$ cat config.mk
export PLATFORM = sky130hd
export DESIGN_NAME = lmp_muldiv
export DESIGN_NICKNAME = d
export VERILOG_FILES = /design/src/rtl/core/lmp_pkg.sv /design/src/rtl/core/lmp_muldiv.sv
export SDC_FILE = /design/constraint.sdc
export NUM_CORES = 1
export LEC_CHECK = 0
export CELL_PAD_IN_SITES_DETAIL_PLACEMENT = 1
export CELL_PAD_IN_SITES_GLOBAL_PLACEMENT = 2
export CORE_ASPECT_RATIO = 1.25
export CORE_UTILIZATION = 42
export CTS_CLUSTER_SIZE = 30
export DETAILED_ROUTE_END_ITERATION = 7
export DONT_BUFFER_PORTS = 1
export GPL_TIMING_DRIVEN = 0
export HOLD_SLACK_MARGIN = 0.08
export PLACE_DENSITY = 0.83
export SYNTH_ARGS = -nofsm -noshare
export SYNTH_HDL_FRONTEND = slang
export SYNTH_SLANG_ARGS = --single-unit
$ cat constraint.sdc
create_clock -name clk -period 9.5 [get_ports clk]
set_input_delay 1.9 -clock clk [delete_from_list [all_inputs] [get_ports clk]]
set_output_delay 1.9 -clock clk [all_outputs]
set_load 0.05 [all_outputs]
$ cat src/rtl/core/lmp_pkg.sv
`timescale 1ns / 1ps
// Shared types and constants for the Louvain local-moving pass core.
// No dependencies; used by lmp_muldiv and louvain_local_moving_pass_core.
package lmp_pkg;

	// Item kinds
	localparam logic [1:0] KIND_OFFSET = 2'd0;
	localparam logic [1:0] KIND_EDGE   = 2'd1;
	localparam logic [1:0] KIND_RUN    = 2'd2;
	localparam logic [1:0] KIND_LABEL  = 2'd3;

	// Configuration register indexes
	localparam logic [1:0] REG_NODE_COUNT = 2'd0;
	localparam logic [1:0] REG_TOTAL_WT   = 2'd1;
	localparam logic [1:0] REG_MIN_IMP    = 2'd2;
	localparam logic [1:0] REG_WEIGHTED   = 2'd3;

	// Report kinds
	localparam logic RPT_PASS  = 1'b0;
	localparam logic RPT_LABEL = 1'b1;

	// Fixed field widths
	localparam int OFFW = 14;
	localparam int TGTW = 10;
	localparam int WGTW = 32;
	localparam int ACCW = 48;
	localparam int QW   = 34;

	localparam logic [WGTW-1:0] ONE_Q16  = 32'h0001_0000;
	localparam logic [63:0]     CAP_TOT2 = 64'h000F_FFFF_FFFF_FFFF;
	localparam logic [63:0]     CAP_GAIN = 64'h3FFF_FFFF_FFFF_FFFF;
	localparam logic [63:0]     CAP_Q    = 64'h0000_0002_0000_0000;
	localparam logic [47:0]     SCALE_Q  = 48'h0001_0000_0000;
	localparam logic signed [QW-1:0] Q_MAX = 34'sh1_FFFF_FFFF;
	localparam logic signed [QW-1:0] Q_MIN = 34'sh2_0000_0000;

	// Main sequencer states
	typedef enum logic [4:0] {
		ST_IDLE, ST_LBL, ST_INIT, ST_SD_W,
		ST_EA, ST_EB, ST_EC, ST_EL, ST_ED, ST_GC, ST_GS,
		ST_CL_A, ST_CL_B, ST_OWN_A, ST_OWN_B, ST_RM_A, ST_RM_B,
		ST_EV_A, ST_EV_B, ST_EV_C, ST_EV_D, ST_INS_A, ST_INS_B,
		ST_SW, ST_MD_L, ST_MD_B, ST_MD_C, ST_MD_Q, ST_MD_R, ST_DONE
	} lmp_state_t;

	// Multiply-divide unit states
	typedef enum logic [2:0] {
		MDS_IDLE, MDS_MUL, MDS_CHK, MDS_DIV, MDS_FIN
	} md_state_t;

	// Request to the multiply-divide unit: floor(a*b/d), capped
	typedef struct packed {
		logic        go;
		logic [63:0] a;
		logic [47:0] b;
		logic [47:0] d;
		logic [63:0] cap;
	} md_req_t;

	typedef struct packed {
		logic        busy;
		logic        done;
		logic [63:0] q;
	} md_rsp_t;

endpackage

$ cat src/rtl/core/lmp_muldiv.sv
`timescale 1ns / 1ps
// Shared shift-add multiplier and restoring divider: min(floor(a*b/d), cap).
// Depends on lmp_pkg.
module lmp_muldiv (
	input  logic             clk,
	input  logic             arst_n,
	input  lmp_pkg::md_req_t req,
	output lmp_pkg::md_rsp_t rsp
);

	lmp_pkg::md_state_t st_q, st_d;
	logic [63:0] a_q, cap_q, acc_q, num_q, quo_q, q_q;
	logic [47:0] d_q, low_q, rem_q;
	logic [5:0]  cnt_q;
	logic        done_q;

	logic [64:0] msum;
	logic [48:0] dt, ddiff;
	logic        dge;
	logic [47:0] hi;

	// one multiply step and one divide step
	always_comb begin
		msum  = {1'b0, acc_q} + (low_q[0] ? {1'b0, a_q} : 65'd0);
		dt    = {rem_q, num_q[63]};
		dge   = dt >= {1'b0, d_q};
		ddiff = dt - {1'b0, d_q};
		hi    = acc_q[63:16];
	end

	// next state
	always_comb begin
		st_d = st_q;
		case (st_q)
			lmp_pkg::MDS_IDLE: if (req.go) st_d = lmp_pkg::MDS_MUL;
			lmp_pkg::MDS_MUL:  if (cnt_q == 6'd47) st_d = lmp_pkg::MDS_CHK;
			lmp_pkg::MDS_CHK: begin
				if (hi >= d_q) st_d = lmp_pkg::MDS_FIN;
				else st_d = lmp_pkg::MDS_DIV;
			end
			lmp_pkg::MDS_DIV:  if (cnt_q == 6'd63) st_d = lmp_pkg::MDS_FIN;
			lmp_pkg::MDS_FIN:  st_d = lmp_pkg::MDS_IDLE;
			default:           st_d = lmp_pkg::MDS_IDLE;
		endcase
	end

	// outputs
	always_comb begin
		rsp.busy = st_q != lmp_pkg::MDS_IDLE;
		rsp.done = done_q;
		rsp.q    = q_q;
	end

	// datapath
	always_ff @(posedge clk or negedge arst_n) begin
		if (!arst_n) begin
			st_q   <= lmp_pkg::MDS_IDLE;
			cnt_q  <= '0;
			done_q <= 1'b0;
		end else begin
			st_q   <= st_d;
			done_q <= 1'b0;
			case (st_q)
				lmp_pkg::MDS_IDLE: begin
					if (req.go) begin
						a_q   <= req.a;
						d_q   <= req.d;
						cap_q <= req.cap;
						acc_q <= '0;
						low_q <= req.b;
						cnt_q <= '0;
					end
				end
				lmp_pkg::MDS_MUL: begin
					acc_q <= msum[64:1];
					low_q <= {msum[0], low_q[47:1]};
					cnt_q <= cnt_q + 6'd1;
				end
				lmp_pkg::MDS_CHK: begin
					// quotient overflows 64 bits: saturate
					quo_q <= cap_q;
					if (hi < d_q) begin
						quo_q <= '0;
						rem_q <= hi;
						num_q <= {acc_q[15:0], low_q};
						cnt_q <= '0;
					end
				end
				lmp_pkg::MDS_DIV: begin
					rem_q <= dge ? ddiff[47:0] : dt[47:0];
					num_q <= {num_q[62:0], 1'b0};
					quo_q <= {quo_q[62:0], dge};
					cnt_q <= cnt_q + 6'd1;
				end
				lmp_pkg::MDS_FIN: begin
					q_q    <= (quo_q < cap_q) ? quo_q : cap_q;
					done_q <= 1'b1;
				end
				default: ;
			endcase
		end
	end

endmodule

==> run summary <==
The minimum setup slack among reg-to-reg paths is 4.47 ns. For this run, the leading register cell type out of synthesis is edfxtp_1. The worst clock skew came out at 0.0386 ns.

The worst hold path belongs to the class reg2reg. The mean instance size in the synthesized netlist came out at 10.6 µm². The via count of the first global-routing pass is 23000. In the final layout, the share of cells above drive strength 1 is 6.64%. CTS placed an instance of clkbuf_16 at the clock tree root. Dividing the detail-routed via count by the number of cells gives 5.54. The number of max-capacitance violations reported came out at 0. The peak supply drop came out at 203 µV.

For this design the ratio of total power to cell area is 302 mW/mm². After clock tree synthesis, the clock-pin slew on the worst setup and hold paths is 0.06 ns. The filler cell count is 7693. Of all nets on the critical path, the largest fanout is 41. The area growth from synthesis to layout came out at 10.9%. At the pin with the least slew margin, the transition time is 0.944 ns. The number of antenna violations at the first check in global routing is 15. For this block, the routed nets add up to 85.5 mm of wire. The final sum of negative setup slack came out at 0 ns. The worst hold path passes through 2 cells. The floorplan die area came out at 0.0729 mm². The number of synthesized register bits came out at 538.

The critical path crosses 12 cells after its start point. The part of the power in the clock network came out at 21.7%. Measured against its own limit, the worst slew margin works out to 37.0%. The top cell family by delay on the critical path is compound AO/OA/AOI/OAI gates.

For this design the static power due to leakage is 13.4 nW. The number of buffers added on ports came out at 0. Summed over all nets, the half-perimeter wirelength after detailed placement is 65.5 mm. The total standard cell area after synthesis came out at 0.0302 mm². The data arrival time of the critical path is 5.36 ns. The worst setup path is captured at a flop.

The remaining global-route overflow came out at 0. CTS saw 538 sinks. The violation count after the first detailed-route iteration is 1046. The design draws 10.1 mW.

The total clock buffers created by CTS came out at 57. Buffers inserted to repair hold after CTS numbered 0. Setup violations remaining at the end of the flow were counted as 0. The TritonCTS clock tree is done. The combinational cell fraction of total power came out at 41.1%. The total global routing track utilization is 23.3%. STA classifies the critical path startpoint as a flop.

The number of cells produced by synthesis is 2837. The leading cell type in the layout, fill and taps excluded is nand2_1. The core box area is 0.0709 mm². The die is 302 µm tall. The portion of the post-synthesis area used by sequential elements came out at 53.4%.

The number of enable flip-flop cells after synthesis came out at 528. The internal power contribution came out at 6.16 mW. Leaving out fill and tap cells, the most frequent cells in the layout are nand2_1, edfxtp_1, a21oi_1.

The startpoint identified for the worst hold timing path is num_q[46]. The switching power share of the total is 39.1%. The maximum cell stage delay along the critical path came out at 0.59 ns. The residual DRC count is 0. The initial core utilization came out at 42.6%.

In this run the remaining antenna-violating nets after routing total 0. The endpoint identified for the worst register-to-register timing path is num_q[25]. The endpoint with the worst hold slack is num_q[47].

The run finished with clean final reports. The row count came out at 109. The number of top-level pins came out at 293. The first global-routing pass estimated 132 mm of wire.

The worst hold slack came out at 0.508 ns. After the last flow step, the layout net total stands at 3360. The number of levels the H-tree was split into is 2. The total count of hold-check failures in the final report is 0. The buffering stage count on the worst path with inverters included is 4.

The reg-to-reg startpoint is acc_q[61]. The share of the cycle needed by the critical path after routing is 52.9%. The synthesized net count came out at 3290. The number of gates resized after cts came out at 0. The clock latency on the worst-skew pair is 0.66 ns.

The top achievable clock speed is 199 MHz. The number of buffers added for setup after CTS is 0. The largest net degree at the start of global routing came out at 66. The classification of the worst setup path is reg2reg. On the critical path, the stage with the largest delay is an instance of o21a_4. The congestion estimate from routability-driven global placement came to 0.893. The final period demand of the worst path came out at 5.03 ns. The number of detailed-routing iterations run before antenna repair came out at 5. The sequential group share of total power is 37.2%.

The max-slew violation total from the final report was 0. The worst register-to-register path has a depth of 12. The per-cell routed wire length came out at 21.9 µm.

Setup repair after global routing left no endpoint under its margin. Traced cell by cell, the critical path runs through ha_1 > a21o_1 > a21o_1 > a21oi_1 > o21ai_0 > a21oi_1 > o211a_1 > buf_1 > clkbuf_1 > o21a_4 > buf_12 > buf_12. The detailed-route via count is 21600. The worst endpoint required time came out at 9.83 ns.

The maximum buffer depth of the clock tree is 3. The horizontal extent of the die came out at 242 µm. The net load switching power came out at 3.96 mW. The distinct cell type count of the synthesized netlist came out at 79.

The number of synthesis warnings came out at 0. The post-synthesis async set-or-reset flop share came out at 1.86%.
-- state kept, by name, indices dropped and copies added, names as in the netlist --
name and count:
a_q 64, acc_q 64, cap_q 64, cnt_q 6, d_q 48, done_q 1
low_q 48, num_q 64, q_q 64, quo_q 64, rem_q 48, st_q 3
-- tightest hold or removal path, stage by stage (launching register included) --
cell and delay (ns):
edfxtp_1 0.32, nand2_1 0.05, nand2_1 0.05
-- logic make-up (layout without fill, tap and decap cells) --
| kind of cell | after synthesis | in the layout | share of synthesized area (%) |
|---|---|---|---|
| fa+ha+maj | 226 | 226 | 9.42 |
| other cells | 0 | 8 | 0 |
| buf+inv | 276 | 389 | 3.58 |
| flops | 538 | 538 | 53.4 |
| mux | 69 | 69 | 2.56 |
| simple gates | 983 | 983 | 14.3 |
| compound gates | 647 | 647 | 13.9 |
| xor+xnor | 98 | 98 | 2.84 |
-- area by class of cell --
type	instances	area [µm²]	share of cell area, %
Timing Repair Buffer	11	241	0.722
Buffer	120	494	1.48
Sequential cell	538	16100	48.1
Antenna cell	8	20.0	0.0598
Inverter	156	586	1.75
Tap cell	943	1180	3.53
Clock inverter	35	343	1.02
Multi-Input combinational cell	2023	13000	38.9
Clock buffer	67	1460	4.38
-- cell usage after synthesis, drive strengths merged, types with 4 or more instances --
cell,count,area (µm²)
o21ai,69,345
dfrtp,10,250
or3,7,43.8
and3,17,116
edfxtp,528,15900
o21bai,30,225
o31ai,68,510
o211ai,14,110
nor2b,14,87.6
nor3,29,150
inv,155,582
mux2i,4,40.0
a21o,111,833
clkbuf,94,353
nor4,8,50.1
o2bb2ai,6,52.6
nand2b,8,50.1
a41oi,7,80.1
a31oi,19,119
nand4,52,325
nor2,169,634
xor2,33,289
a21boi,4,30.0
mux2,65,732
ha,224,2800
a31o,4,35.0
buf,26,141
o21a,15,114
a21oi,246,1230
a221oi,6,52.6
a211oi,12,90.1
nand2,537,2020
and2,84,526
xnor2,65,569
nand3,43,215
-- through the flow --
step | worst slack (ns) | std cells | area, µm² | utilization, %
after CTS | 4.30 | 3893 | 33400 | 47.1
after detailed placement | 4.34 | 3791 | 31600 | 44.6
final | 4.47 | 3901 | 33500 | 47.2
after floorplan | 0.615 | 2837 | 30200 | -
after global placement | -2.43 | 3780 | 31400 | 44.2
after global routing | 4.23 | 3898 | 33400 | 47.2
-- worst max path at each step --
stage,end,from
after floorplan,acc_q[0],arst_n
after global placement,acc_q[22],arst_n
after detailed placement,num_q[28],acc_q[61]
after CTS,num_q[26],acc_q[61]
after global routing,num_q[22],acc_q[61]
final,num_q[25],acc_q[61]
-- power groups by stage --
stage          clock network (mW)  logic (mW)  registers (mW)
3_5_place_dp                    0        4.17            3.81
4_1_cts                      2.25        4.21            3.77
5_1_grt                      2.33        4.70            3.82
3_3_place_gp                    0        3.98            3.85
6_report                     2.20        4.16            3.77
2_1_floorplan                   0        3.05            3.67
-- layer usage --
| metal | part of all wire (%) | GRT usage [%] |
|---|---|---|
| met2 | 52 | 43.0 |
| met1 | 41 | 27.5 |
| met4 | 3.0 | 7.49 |
| met5 | 0.13 | 0 |
| met3 | 3.8 | 3.49 |
Note: power is estimated with default switching activity, not from simulation.
